[src/rtl/core/fmi_pkg.sv]
// Shared types and codes of the two-input Mamdani fuzzy engine.
package fmi_pkg;

	typedef enum logic [3:0] {
		S_IDLE,
		S_GRD_RD,
		S_GRD_CMP,
		S_GRD_DIV,
		S_RULE_RD,
		S_RULE_ACC,
		S_CEN_RD,
		S_CEN_MUL,
		S_CEN_SUM,
		S_CEN_WMUL,
		S_CEN_ACC,
		S_QUOT,
		S_DIV,
		S_FIX,
		S_DONE
	} state_t;

	localparam logic [1:0] REQ_EVAL = 2'd0;
	localparam logic [1:0] REQ_SET  = 2'd1;
	localparam logic [1:0] REQ_RULE = 2'd2;

	localparam logic [1:0] ST_EVALUATED = 2'd0;
	localparam logic [1:0] ST_WRITTEN   = 2'd1;
	localparam logic [1:0] ST_NO_FIRE   = 2'd2;

	localparam logic [1:0] TBL_FIRST  = 2'd0;
	localparam logic [1:0] TBL_SECOND = 2'd1;
	localparam logic [1:0] TBL_OUTPUT = 2'd2;

	localparam logic [1:0] CFG_FIRST_COUNT  = 2'd0;
	localparam logic [1:0] CFG_SECOND_COUNT = 2'd1;
	localparam logic [1:0] CFG_OUTPUT_COUNT = 2'd2;

	localparam int          CNT_BITS  = 4;
	localparam int          GRADE_W   = 16;
	localparam int          FRAC_BITS = 15;
	localparam logic [15:0] GRADE_ONE = 16'h8000;

	typedef struct packed {
		logic busy;
		logic done;
	} div_stat_t;

endpackage

[src/rtl/core/fmi_div.sv]
// Restoring divider, one quotient bit per cycle.
module fmi_div #(
	parameter int NW = 37,
	parameter int DW = 19
) (
	input  logic                 clk,
	input  logic                 arst_n,
	input  logic                 start,
	input  logic [NW-1:0]        dividend,
	input  logic [DW-1:0]        divisor,
	output fmi_pkg::div_stat_t   stat,
	output logic [NW-1:0]        quotient,
	output logic [DW-1:0]        remainder
);

	localparam int CW = $clog2(NW + 1);

	logic          busy_q;
	logic          done_q;
	logic [CW-1:0] cnt_q;
	logic [DW-1:0] rem_q;
	logic [NW-1:0] quo_q;
	logic [DW-1:0] dvs_q;
	logic [DW:0]   trial;
	logic          fits;

	assign trial = {rem_q, quo_q[NW-1]};
	assign fits  = trial >= {1'b0, dvs_q};

	always_ff @(posedge clk or negedge arst_n) begin
		if (!arst_n) begin
			busy_q <= 1'b0;
			done_q <= 1'b0;
			cnt_q  <= '0;
		end else if (start) begin
			busy_q <= 1'b1;
			done_q <= 1'b0;
			cnt_q  <= CW'(NW);
		end else if (busy_q) begin
			cnt_q <= cnt_q - 1'b1;
			if (cnt_q == CW'(1)) begin
				busy_q <= 1'b0;
				done_q <= 1'b1;
			end
		end else begin
			done_q <= 1'b0;
		end
	end

	always_ff @(posedge clk) begin
		if (start) begin
			rem_q <= '0;
			quo_q <= dividend;
			dvs_q <= divisor;
		end else if (busy_q) begin
			// remainder stays below the divisor, so DW bits hold it
			rem_q <= fits ? DW'(trial - {1'b0, dvs_q}) : trial[DW-1:0];
			quo_q <= {quo_q[NW-2:0], fits};
		end
	end

	assign stat.busy = busy_q;
	assign stat.done = done_q;
	assign quotient  = quo_q;
	assign remainder = rem_q;

endmodule

[src/rtl/core/fuzzy_mamdani_two_input_top.sv]
// Top level of the two-input Mamdani fuzzy engine: tables, sequencer, datapath.
//
//  channel | dir | handshake               | payload
//  cfg     | in  | cfg_we                  | cfg_index, cfg_data (set counts)
//  s       | in  | s_tvalid / s_tready     | s_tuser req_type, s_tdata fields
//  m       | out | m_tvalid / m_tready     | m_tuser status, m_tdata crisp_output
//
// Write items are answered straight from the idle state. An evaluate item is
// worked on by the sequencer, and one shared bit-serial divider serves every
// sloped grade and the final mean (NW = VALUE_BITS + 18 + log2(MAX_SETS) bits
// of dividend). s_tready is low while an item is worked on and while a result
// waits in the output register.
// Reset clears the tables at once through per-entry valid bits.
module fuzzy_mamdani_two_input_top #(
	parameter int MAX_SETS   = 8,
	parameter int VALUE_BITS = 16
) (
	input  logic                 clk,
	input  logic                 arst_n,
	input  logic                 cfg_we,
	input  logic [1:0]           cfg_index,
	input  logic [3:0]           cfg_data,
	input  logic                 s_tvalid,
	output logic                 s_tready,
	// first_value, second_value, table_select, set_index, point_a, point_b,
	// point_c, point_d, rule_row, rule_column, rule_target, zero pad
	input  logic [((6*VALUE_BITS+14+7)/8)*8-1:0] s_tdata,
	// req_type
	input  logic [1:0]           s_tuser,
	output logic                 m_tvalid,
	input  logic                 m_tready,
	// crisp_output, zero pad
	output logic [((VALUE_BITS+7)/8)*8-1:0] m_tdata,
	// status
	output logic [1:0]           m_tuser
);

	localparam int V      = VALUE_BITS;
	localparam int OUT_TW = ((V + 7) / 8) * 8;
	localparam int IW     = (MAX_SETS > 1) ? $clog2(MAX_SETS) : 1;
	localparam int CNTW   = $clog2(MAX_SETS + 1);
	localparam int BPD    = 3 * MAX_SETS;
	localparam int BPAW   = $clog2(BPD);
	localparam int RD     = MAX_SETS * MAX_SETS;
	localparam int RAW    = $clog2(RD);
	localparam int CENW   = V + 2;
	localparam int PW     = V + 18;
	localparam int DENW   = 16 + $clog2(MAX_SETS);
	localparam int NUMW   = PW + $clog2(MAX_SETS);
	localparam int NW     = (NUMW > V + 15) ? NUMW : V + 15;
	localparam int DW     = (DENW > V) ? DENW : V;
	localparam int QW     = NW + 1;

	localparam logic signed [QW-1:0] Q_HI = $signed(QW'({1'b0, {(V-1){1'b1}}}));
	localparam logic signed [QW-1:0] Q_LO = -Q_HI - QW'(1);

	// ---- input unpacking ----
	logic signed [V-1:0] in_first, in_second, in_a, in_b, in_c, in_d;
	logic [1:0] in_tsel;
	logic [2:0] in_sidx, in_row, in_col, in_tgt;

	assign in_first  = s_tdata[V-1:0];
	assign in_second = s_tdata[2*V-1:V];
	assign in_tsel   = s_tdata[2*V+1:2*V];
	assign in_sidx   = s_tdata[2*V+4:2*V+2];
	assign in_a      = s_tdata[3*V+4:2*V+5];
	assign in_b      = s_tdata[4*V+4:3*V+5];
	assign in_c      = s_tdata[5*V+4:4*V+5];
	assign in_d      = s_tdata[6*V+4:5*V+5];
	assign in_row    = s_tdata[6*V+7:6*V+5];
	assign in_col    = s_tdata[6*V+10:6*V+8];
	assign in_tgt    = s_tdata[6*V+13:6*V+11];

	// ---- configuration ----
	logic [fmi_pkg::CNT_BITS-1:0] cnt1_q, cnt2_q, cnto_q;

	always_ff @(posedge clk or negedge arst_n) begin
		if (!arst_n) begin
			cnt1_q <= 4'd1;
			cnt2_q <= 4'd1;
			cnto_q <= 4'd1;
		end else if (cfg_we) begin
			case (cfg_index)
				fmi_pkg::CFG_FIRST_COUNT:  cnt1_q <= cfg_data;
				fmi_pkg::CFG_SECOND_COUNT: cnt2_q <= cfg_data;
				fmi_pkg::CFG_OUTPUT_COUNT: cnto_q <= cfg_data;
				default: ;
			endcase
		end
	end

	function automatic logic [CNTW-1:0] eff_count(input logic [fmi_pkg::CNT_BITS-1:0] raw);
		logic [CNTW-1:0] r;
		if (raw == '0)
			r = CNTW'(1);
		else if (32'(raw) > MAX_SETS)
			r = CNTW'(MAX_SETS);
		else
			r = CNTW'(raw);
		return r;
	endfunction

	// ---- state ----
	fmi_pkg::state_t state_q, state_d;

	logic accept;
	logic out_free;
	logic out_load_wr, out_load_ev;

	assign out_free = !m_tvalid || m_tready;
	assign s_tready = (state_q == fmi_pkg::S_IDLE) && out_free;
	assign accept   = s_tvalid && s_tready;

	logic            grp_q;
	logic [IW-1:0]   idx_q, jdx_q;
	logic [CNTW-1:0] n1_q, n2_q, no_q;
	logic signed [V-1:0] x1_q, x2_q;
	logic [15:0] g1_q [MAX_SETS];
	logic [15:0] g2_q [MAX_SETS];
	logic [15:0] u_q  [MAX_SETS];
	logic signed [NUMW-1:0] num_q;
	logic [DENW-1:0]        den_q;
	logic signed [PW-1:0]   prod_q, wprod_q;
	logic signed [CENW-1:0] centre_q;
	logic signed [V-1:0]    res_q;
	logic [1:0]             res_stat_q;

	// ---- breakpoint table, word = {d, c, b, a} ----
	logic [4*V-1:0] bp_mem [BPD];
	logic [BPD-1:0] bp_vld_q;
	logic [4*V-1:0] bp_rd_q;
	logic [BPAW-1:0] bp_waddr, bp_raddr;
	logic bp_we;

	assign bp_we    = accept && s_tuser == fmi_pkg::REQ_SET && in_tsel <= fmi_pkg::TBL_OUTPUT
		&& 32'(in_sidx) < MAX_SETS;
	assign bp_waddr = BPAW'(32'(in_tsel) * MAX_SETS + 32'(in_sidx));
	// output sets stay addressed for the whole centre sequence
	assign bp_raddr = (state_q inside {fmi_pkg::S_CEN_RD, fmi_pkg::S_CEN_MUL,
		fmi_pkg::S_CEN_SUM, fmi_pkg::S_CEN_WMUL, fmi_pkg::S_CEN_ACC})
		? BPAW'(2 * MAX_SETS + 32'(idx_q))
		: BPAW'(32'(grp_q) * MAX_SETS + 32'(idx_q));

	always_ff @(posedge clk or negedge arst_n) begin
		if (!arst_n)
			bp_vld_q <= '0;
		else if (bp_we)
			bp_vld_q[bp_waddr] <= 1'b1;
	end

	always_ff @(posedge clk) begin
		if (bp_we)
			bp_mem[bp_waddr] <= {in_d, in_c, in_b, in_a};
		bp_rd_q <= bp_vld_q[bp_raddr] ? bp_mem[bp_raddr] : '0;
	end

	// ---- rule table ----
	logic [2:0]    rule_mem [RD];
	logic [RD-1:0] rule_vld_q;
	logic [2:0]    rule_rd_q;
	logic [RAW-1:0] rule_waddr, rule_raddr;
	logic rule_we;

	assign rule_we    = accept && s_tuser == fmi_pkg::REQ_RULE
		&& 32'(in_row) < MAX_SETS && 32'(in_col) < MAX_SETS;
	assign rule_waddr = RAW'(32'(in_row) * MAX_SETS + 32'(in_col));
	assign rule_raddr = RAW'(32'(idx_q) * MAX_SETS + 32'(jdx_q));

	always_ff @(posedge clk or negedge arst_n) begin
		if (!arst_n)
			rule_vld_q <= '0;
		else if (rule_we)
			rule_vld_q[rule_waddr] <= 1'b1;
	end

	always_ff @(posedge clk) begin
		if (rule_we)
			rule_mem[rule_waddr] <= in_tgt;
		rule_rd_q <= rule_vld_q[rule_raddr] ? rule_mem[rule_raddr] : 3'd0;
	end

	// ---- shared divider ----
	logic                div_start;
	logic                div_final;
	fmi_pkg::div_stat_t  div_stat;
	logic [NW-1:0]       div_n, div_q;
	logic [DW-1:0]       div_d, div_r;

	fmi_div #(.NW(NW), .DW(DW)) u_div (
		.clk      (clk),
		.arst_n   (arst_n),
		.start    (div_start),
		.dividend (div_n),
		.divisor  (div_d),
		.stat     (div_stat),
		.quotient (div_q),
		.remainder(div_r)
	);

	// ---- grading ----
	logic signed [V-1:0] bx, ba, bb, bc, bd;
	logic signed [V:0]   rise_n, rise_d, fall_n, fall_d;
	logic [1:0] grd_kind;   // 0 constant, 1 rising divide, 2 falling divide
	logic [15:0] grd_const;
	logic [IW-1:0] grp_n;
	logic grd_last;

	assign bx = grp_q ? x2_q : x1_q;
	assign ba = bp_rd_q[V-1:0];
	assign bb = bp_rd_q[2*V-1:V];
	assign bc = bp_rd_q[3*V-1:2*V];
	assign bd = bp_rd_q[4*V-1:3*V];
	assign rise_n = (V+1)'(bx) - (V+1)'(ba);
	assign rise_d = (V+1)'(bb) - (V+1)'(ba);
	assign fall_n = (V+1)'(bd) - (V+1)'(bx);
	assign fall_d = (V+1)'(bd) - (V+1)'(bc);
	assign grd_last = (CNTW'(idx_q) + 1'b1) == (grp_q ? n2_q : n1_q);
	assign grp_n = idx_q;

	always_comb begin
		grd_kind  = 2'd0;
		grd_const = '0;
		if (bx < ba) begin
			grd_const = '0;
		end else if (bx <= bb) begin
			if (bb == ba) grd_const = fmi_pkg::GRADE_ONE;
			else grd_kind = 2'd1;
		end else if (bx < bc) begin
			grd_const = fmi_pkg::GRADE_ONE;
		end else if (bx <= bd) begin
			if (bd == bc) grd_const = fmi_pkg::GRADE_ONE;
			else grd_kind = 2'd2;
		end
	end

	// ---- final quotient ----
	logic [NUMW-1:0]     num_mag;
	logic signed [QW-1:0] q_s;
	logic signed [V-1:0]  q_sat;

	assign num_mag = num_q[NUMW-1] ? NUMW'(-num_q) : NUMW'(num_q);

	always_comb begin
		if (div_final) begin
			div_n = NW'(num_mag);
			div_d = DW'(den_q);
		end else if (grd_kind == 2'd2) begin
			div_n = NW'({fall_n[V-1:0], {fmi_pkg::FRAC_BITS{1'b0}}});
			div_d = DW'(fall_d[V-1:0]);
		end else begin
			div_n = NW'({rise_n[V-1:0], {fmi_pkg::FRAC_BITS{1'b0}}});
			div_d = DW'(rise_d[V-1:0]);
		end
	end

	always_comb begin
		// floor for a negative mean: round the magnitude quotient away from zero
		if (num_q[NUMW-1])
			q_s = -$signed({1'b0, div_q}) - QW'(div_r != '0);
		else
			q_s = $signed({1'b0, div_q});
		if (q_s > Q_HI)
			q_sat = {1'b0, {(V-1){1'b1}}};
		else if (q_s < Q_LO)
			q_sat = {1'b1, {(V-1){1'b0}}};
		else
			q_sat = q_s[V-1:0];
	end

	// ---- rule and centre terms ----
	logic [15:0] w_min, u_cur, u_tgt;
	logic [IW-1:0] t_ix;
	logic t_ok;
	logic rule_jlast, rule_ilast, cen_last;
	logic signed [V+1:0] cen_diff;
	logic signed [PW-1:0] cen_s;

	assign w_min = (g1_q[idx_q] > g2_q[jdx_q]) ? g2_q[jdx_q] : g1_q[idx_q];
	assign t_ix  = IW'(rule_rd_q);
	assign t_ok  = 32'(rule_rd_q) < 32'(no_q);
	assign u_tgt = u_q[t_ix];
	assign u_cur = u_q[idx_q];
	assign rule_jlast = (CNTW'(jdx_q) + 1'b1) == n2_q;
	assign rule_ilast = (CNTW'(idx_q) + 1'b1) == n1_q;
	assign cen_last   = (CNTW'(idx_q) + 1'b1) == no_q;
	assign cen_diff   = (V+2)'(rise_d) - (V+2)'(fall_d);
	assign cen_s      = ((PW'(ba) + PW'(bd)) <<< fmi_pkg::FRAC_BITS) + prod_q;

	// ---- next state ----
	always_comb begin
		state_d     = state_q;
		div_start   = 1'b0;
		div_final   = 1'b0;
		out_load_wr = 1'b0;
		out_load_ev = 1'b0;
		case (state_q)
			fmi_pkg::S_IDLE: begin
				if (accept) begin
					if (s_tuser == fmi_pkg::REQ_EVAL) state_d = fmi_pkg::S_GRD_RD;
					else out_load_wr = 1'b1;
				end
			end
			fmi_pkg::S_GRD_RD: state_d = fmi_pkg::S_GRD_CMP;
			fmi_pkg::S_GRD_CMP: begin
				if (grd_kind != 2'd0) begin
					div_start = 1'b1;
					state_d   = fmi_pkg::S_GRD_DIV;
				end else if (grd_last && grp_q) begin
					state_d = fmi_pkg::S_RULE_RD;
				end else begin
					state_d = fmi_pkg::S_GRD_RD;
				end
			end
			fmi_pkg::S_GRD_DIV: begin
				if (div_stat.done)
					state_d = (grd_last && grp_q) ? fmi_pkg::S_RULE_RD : fmi_pkg::S_GRD_RD;
			end
			fmi_pkg::S_RULE_RD: state_d = fmi_pkg::S_RULE_ACC;
			fmi_pkg::S_RULE_ACC:
				state_d = (rule_jlast && rule_ilast) ? fmi_pkg::S_CEN_RD : fmi_pkg::S_RULE_RD;
			fmi_pkg::S_CEN_RD: begin
				if (u_cur != '0) state_d = fmi_pkg::S_CEN_MUL;
				else if (cen_last) state_d = fmi_pkg::S_QUOT;
			end
			fmi_pkg::S_CEN_MUL:  state_d = fmi_pkg::S_CEN_SUM;
			fmi_pkg::S_CEN_SUM:  state_d = fmi_pkg::S_CEN_WMUL;
			fmi_pkg::S_CEN_WMUL: state_d = fmi_pkg::S_CEN_ACC;
			fmi_pkg::S_CEN_ACC:  state_d = cen_last ? fmi_pkg::S_QUOT : fmi_pkg::S_CEN_RD;
			fmi_pkg::S_QUOT: begin
				if (den_q == '0) begin
					state_d = fmi_pkg::S_DONE;
				end else begin
					div_final = 1'b1;
					div_start = 1'b1;
					state_d   = fmi_pkg::S_DIV;
				end
			end
			fmi_pkg::S_DIV: begin
				div_final = 1'b1;
				if (div_stat.done) state_d = fmi_pkg::S_FIX;
			end
			fmi_pkg::S_FIX: begin
				div_final = 1'b1;
				state_d   = fmi_pkg::S_DONE;
			end
			fmi_pkg::S_DONE: begin
				if (out_free) begin
					out_load_ev = 1'b1;
					state_d     = fmi_pkg::S_IDLE;
				end
			end
			default: state_d = fmi_pkg::S_IDLE;
		endcase
	end

	always_ff @(posedge clk or negedge arst_n) begin
		if (!arst_n) state_q <= fmi_pkg::S_IDLE;
		else state_q <= state_d;
	end

	// ---- sequencer counters ----
	always_ff @(posedge clk or negedge arst_n) begin
		if (!arst_n) begin
			grp_q <= 1'b0;
			idx_q <= '0;
			jdx_q <= '0;
		end else begin
			case (state_q)
				fmi_pkg::S_IDLE: begin
					grp_q <= 1'b0;
					idx_q <= '0;
					jdx_q <= '0;
				end
				fmi_pkg::S_GRD_CMP, fmi_pkg::S_GRD_DIV: begin
					if ((state_q == fmi_pkg::S_GRD_CMP && grd_kind == 2'd0) ||
					    (state_q == fmi_pkg::S_GRD_DIV && div_stat.done)) begin
						if (grd_last) begin
							grp_q <= 1'b1;
							idx_q <= '0;
						end else begin
							idx_q <= idx_q + 1'b1;
						end
					end
				end
				fmi_pkg::S_RULE_ACC: begin
					if (rule_jlast) begin
						jdx_q <= '0;
						idx_q <= rule_ilast ? '0 : idx_q + 1'b1;
					end else begin
						jdx_q <= jdx_q + 1'b1;
					end
				end
				fmi_pkg::S_CEN_RD: begin
					if (u_cur == '0 && !cen_last) idx_q <= idx_q + 1'b1;
				end
				fmi_pkg::S_CEN_ACC: begin
					if (!cen_last) idx_q <= idx_q + 1'b1;
				end
				default: ;
			endcase
		end
	end

	// ---- datapath ----
	always_ff @(posedge clk) begin
		case (state_q)
			fmi_pkg::S_IDLE: begin
				x1_q  <= in_first;
				x2_q  <= in_second;
				n1_q  <= eff_count(cnt1_q);
				n2_q  <= eff_count(cnt2_q);
				no_q  <= eff_count(cnto_q);
				num_q <= '0;
				den_q <= '0;
				for (int k = 0; k < MAX_SETS; k++) u_q[k] <= '0;
			end
			fmi_pkg::S_GRD_CMP: begin
				if (grd_kind == 2'd0) begin
					if (grp_q) g2_q[grp_n] <= grd_const;
					else g1_q[grp_n] <= grd_const;
				end
			end
			fmi_pkg::S_GRD_DIV: begin
				if (div_stat.done) begin
					if (grp_q) g2_q[grp_n] <= div_q[15:0];
					else g1_q[grp_n] <= div_q[15:0];
				end
			end
			fmi_pkg::S_RULE_ACC: begin
				if (t_ok && u_tgt < w_min) u_q[t_ix] <= w_min;
			end
			fmi_pkg::S_CEN_MUL: prod_q <= PW'($signed({1'b0, u_cur})) * PW'(cen_diff);
			fmi_pkg::S_CEN_SUM: centre_q <= CENW'(cen_s >>> 16);
			fmi_pkg::S_CEN_WMUL: wprod_q <= PW'($signed({1'b0, u_cur})) * PW'(centre_q);
			fmi_pkg::S_CEN_ACC: begin
				num_q <= num_q + NUMW'(wprod_q);
				den_q <= den_q + DENW'(u_cur);
			end
			fmi_pkg::S_QUOT: begin
				res_q      <= '0;
				res_stat_q <= fmi_pkg::ST_NO_FIRE;
			end
			fmi_pkg::S_FIX: begin
				res_q      <= q_sat;
				res_stat_q <= fmi_pkg::ST_EVALUATED;
			end
			default: ;
		endcase
	end

	// ---- output register ----
	logic [1:0]   m_stat_q;
	logic [V-1:0] m_data_q;

	always_ff @(posedge clk or negedge arst_n) begin
		if (!arst_n)
			m_tvalid <= 1'b0;
		else if (out_load_wr || out_load_ev)
			m_tvalid <= 1'b1;
		else if (m_tready)
			m_tvalid <= 1'b0;
	end

	always_ff @(posedge clk) begin
		if (out_load_wr) begin
			m_stat_q <= fmi_pkg::ST_WRITTEN;
			m_data_q <= '0;
		end else if (out_load_ev) begin
			m_stat_q <= res_stat_q;
			m_data_q <= res_q;
		end
	end

	assign m_tuser = m_stat_q;
	assign m_tdata = OUT_TW'(m_data_q);

endmodule

[config.mk]
export PLATFORM = sky130hd
export DESIGN_NAME = fuzzy_mamdani_two_input_top
export DESIGN_NICKNAME = d
export VERILOG_FILES = /design/src/rtl/core/fmi_pkg.sv /design/src/rtl/core/fmi_div.sv /design/src/rtl/core/fuzzy_mamdani_two_input_top.sv
export SDC_FILE = /design/constraint.sdc
export NUM_CORES = 2
export LEC_CHECK = 0
export BUFFER_PORTS_ARGS = -buffer_cell sky130_fd_sc_hd__buf_2
export CAP_MARGIN = 30
export CORE_MARGIN = 10
export CORE_UTILIZATION = 40
export DETAILED_ROUTE_END_ITERATION = 6
export SYNTH_ARGS = -nofsm -noshare
export SYNTH_HDL_FRONTEND = slang
export SYNTH_SLANG_ARGS = --single-unit
[constraint.sdc]
create_clock -name clk -period 14.9 [get_ports clk]
set_input_delay 1.49 -clock clk [delete_from_list [all_inputs] [get_ports clk]]
set_output_delay 1.49 -clock clk [all_outputs]
set_load 0.02 [all_outputs]
==> results.yml <==
global_route:
  grt_max_degree: 128
  antenna_found_initial: 62
  grt_pass1_vias: 85900
  grt_pass1_wl_um: 567600
  grt_usage: 0.2139
  overflow: 0
sta:
  relSlewSlack: 0.2668
  finalHoldViolations: 0
  worstMarginPinSlew_ps: 1097
  hold_ws_ps: 450.0
  rsz0062_at_grt: "no"
  period_minus_slack_ps: 10900
  setup_viol: 0
  slew_violations: 0
  final.setup.tns_ps: 0
  fin_crit_sh: 0.7319
  fin_worst_skew_ps: 53.22
  fmax_mhz: 91.70
place:
  hpwl_um: 244300
  place_congestion: 0.8860
  io_buffers: 142
setup_path:
  critPathLaunch: "bp_rd_q[1]"
  reg2reg_slack_ps: 4000
  r2r_start: "bp_rd_q[1]"
  cp_slowest_stage_delay_ps: 590
  worstSetupEndpointType: "flip-flop"
  start_kind: "flip-flop"
  r2r-end: "prod_q[33]"
  worstPathMaxFanout: 16
  worstPathRequired_ps: 15520
  crit_top_cell: "fa_1"
  rr_worst_depth: 38
  cp_slowest_cell: "a2111oi_0"
  worst-setup-path-type: "reg2reg"
  worst_ep_arrival_time_ps: 11530
  crit_path_end: "prod_q[33]"
synthesis:
  yosys_warnings: 0
  synth_edf_count: 2356
  syn_nets: 11120
  ys_types: 93
  ys_seq_area_frac: 0.5779
  avgSynthCellArea_um2: 13.18
  ys_top_cells_by_area: "edfxtp_1 54%, fa_1 8.8%, ha_1 4.4%, a22oi_1 3.0%, inv_1 2.6%"
  ys_ff_latch: 2580
  synth_top_area_frac: 0.5392
  yosys-top-cells-count: "2356 x edfxtp_1, 892 x inv_1, 659 x nor2_1"
  syn_inst: 9959
  synth_top_area_cell: "edfxtp_1"
  async_flop_share: 0.04651
  synthesis.area_mm2: 0.1312
  ys.flop_type: "edfxtp_1"
  synth.most_common_cell: "edfxtp_1"
power_and_ir_drop:
  clkPwrFrac: 0.315
  leakage_nw: 53.44
  switching_power_mw: 6.763
  p_per_area_mw_per_mm2: 152.4
  p_sw_frac: 0.3013
  seq_power_share: 0.370
  p_int_mw: 15.68
  combPwrFrac: 0.314
  worst_ir_drop_vdd_mv: 0.5553
die:
  die_w_um: 592.8
  die_area_mm2: 0.3514
  coreArea_mm2: 0.3269
  die_h_um: 592.8
  rows: 210
  initial_core_util: 0.4015
  io_pins: 145
drt:
  drt-total-wl_um: 385600
  dr.pass1.iters: 6
  routedWlPerCell_um: 26.22
  drtIter0Drc: 8466
  drcViolationCount: 0
  drtAntennaViolNets: 0
  viasPerCell: 5.772
  vias: 84900
cts:
  cts_resized: 0
  clk_latency_ps: 900
  cts.sinks: 2580
  cts_max_path_buffers: 4
  post_cts_buffers: 0
  tritoncts: "built"
  htree_levels: 5
  cts_root_buffer: "clkbuf_16"
  clk_pin_slew_ps: 60
  cts_buffers: 286
  hold_buffers: 0
layout:
  fin_util: 0.4508
  drive_gt1_frac: 0.1116
  nets: 11280
  fill_cells: 29060
  syn_to_final_growth_pct: 12.28
run_status:
  status: "finished clean"
hold_path:
  min_from: "m_tuser[0]"
  hold_class: "reg2reg"
run:
  maxCapViolations: 0
[metal layers]
metal / GRT usage / share of wire / wire length [um] / vias to the layer above
li1: - / - / - / 37160
met1: 0.2850 / 0.41 / 156300 / 43420
met2: 0.3487 / 0.47 / 180600 / 3489
met3: 0.03788 / 0.081 / 31330 / 798
met4: 0.08405 / 0.044 / 17000 / 38
met5: 0 / 0.00070 / 269 / -
[stage by stage]
step                      area (um^2)  setup WS (ps)  instances  total power, mW
after global routing           147300           3418      14700            23.88
after detailed placement       137800           4068      14170            15.52
after floorplan                131200           5058       9959            13.96
after global placement         137500           4032      14150            15.52
final                          147300           3995      14710            22.45
after CTS                      147200           4027      14690            22.69
[final cells by class]
class	count	area (um^2)	share of cell area
Tap cell	4346	5438	0.03691
Sequential cell	2580	75860	0.5148
Inverter	897	3367	0.02285
Timing Repair Buffer	372	2739	0.01859
Clock buffer	368	7685	0.05216
Clock inverter	151	1667	0.01131
Multi-Input combinational cell	5980	50550	0.3431
Antenna cell	13	32.53	0.0002208
[cell usage in the layout, fill, tap and decap left out, drive strengths merged, types with 50 or more instances in the layout]
cell    count
and2      203
nor3      117
o22ai      66
nor2b      92
a31oi     149
nand3     106
nor2      659
dfrtp     117
xor2      105
clkinv    107
mux2i     108
inv       906
fa        575
a22o      175
a221oi    185
dfxtp     104
xnor2     205
a21oi     341
buf       371
mux4      132
nor4       50
ha        460
a22oi     516
nand4     124
nand2b     67
o21ai     210
or2       102
nand2     616
a211oi     58
clkbuf    369
a21o      101
edfxtp   2356
[worst min-delay path by stage]
| stage | cells past startpoint | slack [ps] | endpoint |
|---|---|---|---|
| detailed placement | 1 | 440 | m_tuser[0] |
| global route | 2 | 470 | m_tdata[5] |
| floorplan | 1 | 430 | rule_vld_q[10] |
| CTS | 1 | 450 | m_tuser[0] |
| global placement | 1 | 430 | m_tuser[0] |
| finish | 1 | 450 | m_tuser[0] |
[power by group through the flow]
stage / logic, mW / clock network [mW] / registers, mW
finish: 7.06 / 7.08 / 8.32
global route: 8.10 / 7.47 / 8.31
CTS: 7.20 / 7.18 / 8.32
detailed placement: 7.05 / 0 / 8.47
global placement: 7.06 / 0 / 8.47
floorplan: 5.49 / 0 / 8.47
[sequential cells by signal (all words and copies together) (netlist names), 18 cells and up]
register / flops
wprod_q: 34
u_div.remainder: 19
bp_vld_q: 24
rule_vld_q: 64
rule_mem: 192
bp_rd_q: 64
g2_q: 128
u_div.quotient: 37
u_q: 128
g1_q: 128
bp_mem: 1536
centre_q: 18
den_q: 19
prod_q: 19
u_div.dvs_q: 19
num_q: 37
[cell families (layout without fill, tap and decap cells)]
| logic type | Yosys count | in the layout | synth area share |
|---|---|---|---|
| other | 0 | 13 | 0 |
| AOI/OAI and AO/OA | 2077 | 2077 | 0.1119 |
| xor gates and xnor gates | 310 | 310 | 0.02069 |
| buffers and inverters | 1399 | 1788 | 0.04011 |
| DFF | 2580 | 2580 | 0.5779 |
| muxes | 282 | 282 | 0.03450 |
| adders and majority gates | 1037 | 1037 | 0.1317 |
| and+or+nand+nor | 2274 | 2274 | 0.08316 |
[worst max-delay path, delay by kind of cell, from the launching register on]
family                   cells  cell delay (ps)
flip-flops                   1              530
AND/OR/NAND/NOR              6              700
buffers and inverters        5              510
XOR/XNOR                     2              230
AO/OA/AOI/OAI               14             3940
adder cells (fa/ha/maj)     11             4710
No activity file was read; power rests on OpenSTA's default activity.
